**src/rtl/mbag_pkg.sv**
```systemverilog
package mbag_pkg;

	localparam int ACTION_W    = 3;
	localparam int VALUE_W     = 32;
	localparam int RES_CNT_W   = 7;
	localparam int IN_TDATA_W  = 40;
	localparam int OUT_TDATA_W = 16;

	typedef enum logic [ACTION_W-1:0] {
		ACT_ADD      = 3'd0,
		ACT_REMOVE   = 3'd1,
		ACT_COUNT    = 3'd2,
		ACT_CONTAINS = 3'd3,
		ACT_CLEAR    = 3'd4
	} act_t;

	typedef enum logic [2:0] {
		ST_IDLE,
		ST_SCAN,
		ST_MOVE_RD,
		ST_MOVE_WR,
		ST_RESP
	} state_t;

	typedef struct packed {
		logic                 is_empty;
		logic [RES_CNT_W-1:0] current_size;
		logic [RES_CNT_W-1:0] match_count;
		logic                 ok;
	} res_t;

endpackage

```
**src/rtl/mbag_ram.sv**
```systemverilog
module mbag_ram #(
	parameter int DEPTH = 64,
	parameter int WIDTH = 32
) (
	input  logic                     clk,
	input  logic                     we,
	input  logic [$clog2(DEPTH)-1:0] waddr,
	input  logic [WIDTH-1:0]         wdata,
	input  logic [$clog2(DEPTH)-1:0] raddr,
	output logic [WIDTH-1:0]         rdata
);

	logic [WIDTH-1:0] mem [DEPTH];

	always_ff @(posedge clk) begin
		if (we) begin
			mem[waddr] <= wdata;
		end
	end

	always_ff @(posedge clk) begin
		rdata <= mem[raddr];
	end

endmodule

```
**src/rtl/mbag_engine.sv**
```systemverilog
module mbag_engine #(
	parameter int CAPACITY   = 64,
	parameter int ITEM_WIDTH = 32
) (
	input  logic                              clk,
	input  logic                              arst_n,
	input  logic                              in_valid,
	output logic                              in_ready,
	input  logic [mbag_pkg::ACTION_W-1:0]     action,
	input  logic [mbag_pkg::VALUE_W-1:0]      item_value,
	output logic                              res_valid,
	input  logic                              res_ready,
	output mbag_pkg::res_t                    res
);

	import mbag_pkg::*;

	localparam int AW = $clog2(CAPACITY);
	localparam int CW = $clog2(CAPACITY + 1);

	state_t                state_q, state_d;
	act_t                  act_q;
	logic [ITEM_WIDTH-1:0] key_q;
	logic [ITEM_WIDTH-1:0] in_key;
	logic [CW-1:0]         count_q, count_d;
	logic [CW-1:0]         idx_q, idx_d;
	logic [CW-1:0]         match_q, match_d;
	logic [CW-1:0]         last;
	logic                  ok_q, ok_d;
	logic [AW-1:0]         pos_q, pos_d;
	logic                  vld_s1;
	logic [CW-1:0]         idx_s1;
	logic                  full;
	logic                  hit;
	logic                  accept;

	logic                  ram_we;
	logic [AW-1:0]         ram_waddr;
	logic [ITEM_WIDTH-1:0] ram_wdata;
	logic [AW-1:0]         ram_raddr;
	logic [ITEM_WIDTH-1:0] ram_rdata;

	mbag_ram #(
		.DEPTH(CAPACITY),
		.WIDTH(ITEM_WIDTH)
	) u_ram (
		.clk  (clk),
		.we   (ram_we),
		.waddr(ram_waddr),
		.wdata(ram_wdata),
		.raddr(ram_raddr),
		.rdata(ram_rdata)
	);

	assign in_key = ITEM_WIDTH'(item_value);
	assign full   = (count_q == CW'(CAPACITY));
	assign last   = count_q - CW'(1);
	assign hit    = vld_s1 && (ram_rdata == key_q);
	assign accept = in_valid && in_ready;

	assign res.ok           = ok_q;
	assign res.match_count  = RES_CNT_W'(match_q);
	assign res.current_size = RES_CNT_W'(count_q);
	assign res.is_empty     = (count_q == '0);

	always_comb begin
		state_d   = state_q;
		count_d   = count_q;
		idx_d     = idx_q;
		match_d   = match_q;
		ok_d      = ok_q;
		pos_d     = pos_q;
		ram_we    = 1'b0;
		ram_waddr = count_q[AW-1:0];
		ram_wdata = in_key;
		ram_raddr = idx_q[AW-1:0];
		in_ready  = (state_q == ST_IDLE);
		res_valid = (state_q == ST_RESP);
		case (state_q)
			ST_IDLE: begin
				if (in_valid) begin
					idx_d   = '0;
					match_d = '0;
					ok_d    = 1'b0;
					state_d = ST_RESP;
					case (act_t'(action))
						ACT_ADD: begin
							if (!full) begin
								ram_we  = 1'b1;
								count_d = count_q + CW'(1);
								ok_d    = 1'b1;
							end
						end
						ACT_CLEAR: begin
							count_d = '0;
							ok_d    = 1'b1;
						end
						ACT_COUNT: begin
							ok_d = 1'b1;
							if (count_q != '0) begin
								state_d = ST_SCAN;
							end
						end
						ACT_REMOVE, ACT_CONTAINS: begin
							if (count_q != '0) begin
								state_d = ST_SCAN;
							end
						end
						default: begin
							state_d = ST_RESP;
						end
					endcase
				end
			end
			ST_SCAN: begin
				if (idx_q < count_q) begin
					idx_d = idx_q + CW'(1);
				end
				if (vld_s1) begin
					if (act_q == ACT_COUNT) begin
						if (hit) begin
							match_d = match_q + CW'(1);
						end
						if (idx_s1 == last) begin
							state_d = ST_RESP;
						end
					end else if (hit) begin
						if (act_q == ACT_REMOVE) begin
							pos_d   = idx_s1[AW-1:0];
							state_d = ST_MOVE_RD;
						end else begin
							ok_d    = 1'b1;
							state_d = ST_RESP;
						end
					end else if (idx_s1 == last) begin
						state_d = ST_RESP;
					end
				end
			end
			ST_MOVE_RD: begin
				ram_raddr = last[AW-1:0];
				state_d   = ST_MOVE_WR;
			end
			ST_MOVE_WR: begin
				ram_we    = 1'b1;
				ram_waddr = pos_q;
				ram_wdata = ram_rdata;
				count_d   = last;
				ok_d      = 1'b1;
				state_d   = ST_RESP;
			end
			ST_RESP: begin
				if (res_ready) begin
					state_d = ST_IDLE;
				end
			end
			default: begin
				state_d = ST_IDLE;
			end
		endcase
	end

	always_ff @(posedge clk or negedge arst_n) begin
		if (!arst_n) begin
			state_q <= ST_IDLE;
			count_q <= '0;
			vld_s1  <= 1'b0;
		end else begin
			state_q <= state_d;
			count_q <= count_d;
			vld_s1  <= (state_q == ST_SCAN) && (idx_q < count_q);
		end
	end

	always_ff @(posedge clk) begin
		if (accept) begin
			act_q <= act_t'(action);
			key_q <= in_key;
		end
		idx_q   <= idx_d;
		match_q <= match_d;
		ok_q    <= ok_d;
		pos_q   <= pos_d;
		idx_s1  <= idx_q;
	end

	a_count_bound: assert property (@(posedge clk) disable iff (!arst_n)
		count_q <= CW'(CAPACITY))
		else $error("live count above capacity");

	a_move_nonempty: assert property (@(posedge clk) disable iff (!arst_n)
		(state_q == ST_MOVE_RD || state_q == ST_MOVE_WR) |-> count_q != '0)
		else $error("entry move with empty bag");

	a_write_state: assert property (@(posedge clk) disable iff (!arst_n)
		ram_we |-> (state_q == ST_IDLE || state_q == ST_MOVE_WR))
		else $error("memory write outside add or move");

	a_remove_shrinks: assert property (@(posedge clk) disable iff (!arst_n)
		state_q == ST_MOVE_WR |=> count_q == $past(count_q) - CW'(1))
		else $error("remove did not shrink the bag");

endmodule

```
**src/rtl/multiset_bag_table_top.sv**
```systemverilog
// Bag (multiset) of up to CAPACITY values of ITEM_WIDTH bits, kept packed at the front of
// a single-port-read entry memory. Add and clear skip the scan and go straight from input
// word to result word, as do lookups on an empty bag. Count reads every live entry through
// the one memory read port, one entry a cycle. Contains and remove stop at the first match;
// a remove that hits then reads the last live entry and writes it into the freed slot. One
// word is worked on at a time; a finished result waits in the output register while the
// next input word is taken.
module multiset_bag_table_top #(
	parameter int CAPACITY   = 64,
	parameter int ITEM_WIDTH = 32
) (
	input  logic                                clk,
	input  logic                                arst_n,
	input  logic                                s_axis_tvalid,
	output logic                                s_axis_tready,
	// action [2:0], item_value [34:3], zero [39:35]
	input  logic [mbag_pkg::IN_TDATA_W-1:0]     s_axis_tdata,
	output logic                                m_axis_tvalid,
	input  logic                                m_axis_tready,
	// ok [0], match_count [7:1], current_size [14:8], is_empty [15]
	output logic [mbag_pkg::OUT_TDATA_W-1:0]    m_axis_tdata
);

	import mbag_pkg::*;

	logic                   res_valid;
	logic                   res_ready;
	res_t                   res;
	logic                   out_valid_q;
	logic [OUT_TDATA_W-1:0] out_data_q;

	mbag_engine #(
		.CAPACITY  (CAPACITY),
		.ITEM_WIDTH(ITEM_WIDTH)
	) u_engine (
		.clk       (clk),
		.arst_n    (arst_n),
		.in_valid  (s_axis_tvalid),
		.in_ready  (s_axis_tready),
		.action    (s_axis_tdata[ACTION_W-1:0]),
		.item_value(s_axis_tdata[ACTION_W+VALUE_W-1:ACTION_W]),
		.res_valid (res_valid),
		.res_ready (res_ready),
		.res       (res)
	);

	// hold the result word until taken
	assign res_ready = !out_valid_q || m_axis_tready;

	always_ff @(posedge clk or negedge arst_n) begin
		if (!arst_n) begin
			out_valid_q <= 1'b0;
		end else if (res_ready) begin
			out_valid_q <= res_valid;
		end
	end

	always_ff @(posedge clk) begin
		if (res_valid && res_ready) begin
			out_data_q <= OUT_TDATA_W'(res);
		end
	end

	assign m_axis_tvalid = out_valid_q;
	assign m_axis_tdata  = out_data_q;

endmodule
```
**config.mk**
```make
export PLATFORM = sky130hd
export DESIGN_NAME = multiset_bag_table_top
export DESIGN_NICKNAME = d
export VERILOG_FILES = /design/src/rtl/mbag_pkg.sv /design/src/rtl/mbag_ram.sv /design/src/rtl/mbag_engine.sv /design/src/rtl/multiset_bag_table_top.sv
export SDC_FILE = /design/constraint.sdc
export NUM_CORES = 2
export LEC_CHECK = 0
export BUFFER_PORTS_ARGS = -buffer_cell sky130_fd_sc_hd__buf_2
export CAP_MARGIN = 40
export CORE_ASPECT_RATIO = 1.5
export CORE_MARGIN = 2
export CORE_UTILIZATION = 40
export CTS_BUF_LIST = sky130_fd_sc_hd__clkbuf_2 sky130_fd_sc_hd__clkbuf_4 sky130_fd_sc_hd__clkbuf_8
export CTS_CLUSTER_DIAMETER = 30
export DETAILED_ROUTE_END_ITERATION = 7
export PLACE_DENSITY = 0.59
export REMOVE_ABC_BUFFERS = 1
export SETUP_SLACK_MARGIN = 0.02
export SYNTH_ARGS = -nofsm -noshare
export SYNTH_HDL_FRONTEND = slang
export SYNTH_SLANG_ARGS = --single-unit
```
**constraint.sdc**
```tcl
create_clock -name clk -period 5.9 [get_ports clk]
set_input_delay 0.885 -clock clk [delete_from_list [all_inputs] [get_ports clk]]
set_output_delay 0.885 -clock clk [all_outputs]
set_load 0.05 [all_outputs]
```
==> metrics.txt <==
post-route minimum period=~4.6 ns; largest family of logic cells by synthesized area=simple AND/OR/NAND/NOR gates; Pleak=32.1 nW; Crit Path Max Fanout=33; first-pass GRT wire length=363000 um; I/O Buffers=56; Comb power frac=0.011; dpl cells=about 9000; GP Congestion=0.832; Post-synth EDFFs=2120; Max-cap violations=0; share of layout cells above drive strength 1=0.135; arrival time worst endpoint=5.18 ns; Seq/Total Area, Yosys=0.759; Die Wd=381 um; Synth Area in Compound Gates=0.0329; Initial Utilization=0.402; Detailed Place HPWL=between 100000 and 150000 um; commonest non-fill, non-tap cell in the layout=edfxtp_1; R2R Path Start=u_engine.state_q[0]; Slew @ Worst Pin=roughly 1.1 ns; post-CTS sizing=0; FF+latch count, synth=2171; vias in the first global route=between 50000 and 60000; Reg power frac=0.565; CTS clk-pin slew, worst paths=~0.060 ns; Setup violations, final=0; Total Routed Length=approximately 250000 um; DRT antenna net count=0; R2R depth=7; Worst setup startpoint=u_engine.state_q[0]; RSZ-0062 raised after global routing=false; Post-route DRC=0; peak supply drop=0.000153 V; CP Launch Type=flop; asr flop ratio synth=0.00553; Adder-Cell Fraction of Synth Area=0.00147; power density over the cells=307 nW/um^2; total clock sinks=2171; clk_skew=0.0588 ns; Nets=6725; xor and xnor area share after synthesis=0.00554; DR WL/cell=25.9 um; CTS Hold Bufs=1; postcts setup bufs=0; crit path capture type=flop; critical path required time=6.51 ns; hold slack=0.151 ns; Syn Inst Count=between 6000 and 7000; mux cell area share after synthesis=0.0120; largest net degree at the start of global routing=152; Avg Cell Area, Syn=13.2 um^2; Clk Latency, worst-skew pair=0.97 ns; Synth Warn #=0; Num CTS Buffers=325; CP Capture Point=u_engine.u_ram.mem[56][13]; commonest non-fill, non-tap cells in the layout=edfxtp_1 (2120), nand2_1 (1910), nand3_1 (1065); Slew Viols, Final=0; Top Ports=62; Finished Layout Cells=slightly below 10000; core area=~210000 um^2; relative slew slack=0.290; CTS root buffer=clkbuf_8; reg2reg end=u_engine.u_ram.mem[56][13]; die area=217000 um^2; final core occ=0.460; Min-Delay Path Class=primary input to flop; cell area after technology mapping=85300 um^2; DR vias=54684; remaining global-route overflow=0; die height=570 um; Fmax=around 220 MHz; Final Power=29.9 mW; DR iter-0 viols=5819; CTS tree=built; Clock Tree Buf Depth=4; Internal=23.8 mW; Simple-Gate Fraction of Synth Area=0.167; drt pass-1 iters=8; Setup WS post-layout=1.34 ns; pre-CTS setup slack=1.42 ns; via/cell ratio=approximately 5.6; # rows=between 200 and 250; status=finished clean; period utilisation layout=0.773; Clk pwr share=0.425; count of different cell masters after synthesis=62; Hold Fails Final Rpt=0; Total GRT Usage=0.228; initial antenna violation count=24; Net Switching=6.16 mW; worst reg2reg setup slack=1.34 ns; Area Overhead vs Synth=14.3%; CP Class=flop to flop; Sw Share=0.206; dominant synthesized flop cell=edfxtp_1; H-tree levels=5
state kept, by name, indices dropped and copies added, names as in the netlist, 3 cells and up:
name / cells
u_engine.u_ram.rdata: 32
u_engine.act_q: 3
u_engine.state_q: 3
u_engine.key_q: 32
u_engine.u_ram.mem: 2048
u_engine.match_q: 7
m_axis_tdata: 16
u_engine.pos_q: 6
u_engine.idx_q: 7
u_engine.count_q: 7
u_engine.idx_s1: 7
metrics by stage:
step / TNS [ns] / instance area (um^2)
2_1_floorplan: -220.56 / 83500
3_5_place_dp: 0 / 90800
3_3_place_gp: 0 / 90100
4_1_cts: 0 / 97500
6_report: 0 / 97500
5_1_grt: 0 / 97500
cells by family (layout without fill, tap and decap cells):
kind of cell / Yosys count / after routing
compound gates: 418 / 418
simple gates: 3279 / 3279
fa+ha+maj: 10 / 10
mux: 98 / 98
xor+xnor: 54 / 54
flops: 2171 / 2171
other cells: 0 / 9
buf+inv: 432 / 896
power groups by stage:
stage               Sequential [mW]  Clock [mW]  Combinational (mW)
finish                         16.9        12.7               0.314
global route                   16.9        13.5               0.333
CTS                            16.9        12.9               0.308
detailed placement             17.2           0               0.307
global placement               17.2           0               0.247
floorplan                      17.2           0               0.118
how the worst min path moves through the flow:
stage	start	slack [ns]	cells past startpoint	endpoint
after detailed placement	u_engine.ok_q	0.41	0	m_axis_tdata[0]
after global routing	s_axis_tdata[0]	0.11	1	u_engine.act_q[0]
after CTS	s_axis_tdata[0]	0.08	1	u_engine.act_q[0]
after global placement	u_engine.idx_q[6]	0.42	0	u_engine.idx_s1[6]
after floorplan	u_engine.idx_q[6]	0.39	0	u_engine.idx_s1[6]
final	s_axis_tdata[0]	0.15	1	u_engine.act_q[0]
final cells by class:
type | count | area, um^2
fillers | 18680 | 115000
flip-flops and latches | 2171 | 64700
multi-input cells | 3859 | 19300
clock buffers | 430 | 5330
well taps | 2821 | 3530
repair buffers | 289 | 3140
clock inverters | 152 | 1350
inverters | 25 | 93.8
diodes | 9 | 22.5
worst max-delay path, cell delays in order, from the launching register on:
cell and delay [ns]:
dfrtp_1 0.53, nor2b_1 0.26, nand2_4 0.31, buf_4 0.67
mux2i_1 0.66, nand3_1 0.74, nor2_4 0.70, buf_12 0.27
synthesized netlist by cell type (all sizes together), types with 9 or more instances:
library cell,n,area share
edfxtp,2120,0.75
nand2,1916,0.084
nand3,1065,0.062
a31oi,241,0.018
buf,216,0.012
clkbuf,191,0.0084
nand4,111,0.0081
nor2,87,0.0038
mux2i,62,0.0073
xor2,42,0.0043
a221oi,40,0.0041
a21oi,39,0.0025
dfxtp,39,0.0092
mux2,36,0.0048
a211oi,30,0.0026
and4,27,0.0028
inv,25,0.0011
o21ai,17,0.0010
nor4,13,0.00095
dfrtp,12,0.0035
or3,12,0.00088
xnor2,12,0.0012
ha,10,0.0015
o221ai,10,0.0010
nand2b,9,0.00066
nor3,9,0.00053
o22ai,9,0.00066
metal layers:
layer  track usage  vias up  part of all wire
met5             0        -           0.00052
li1              -    24205                 -
met2         0.397     2288              0.51
met4        0.0983       20             0.043
met3        0.0357      592             0.070
met1         0.280    27579              0.38
Power figures use the tool's default switching activity.
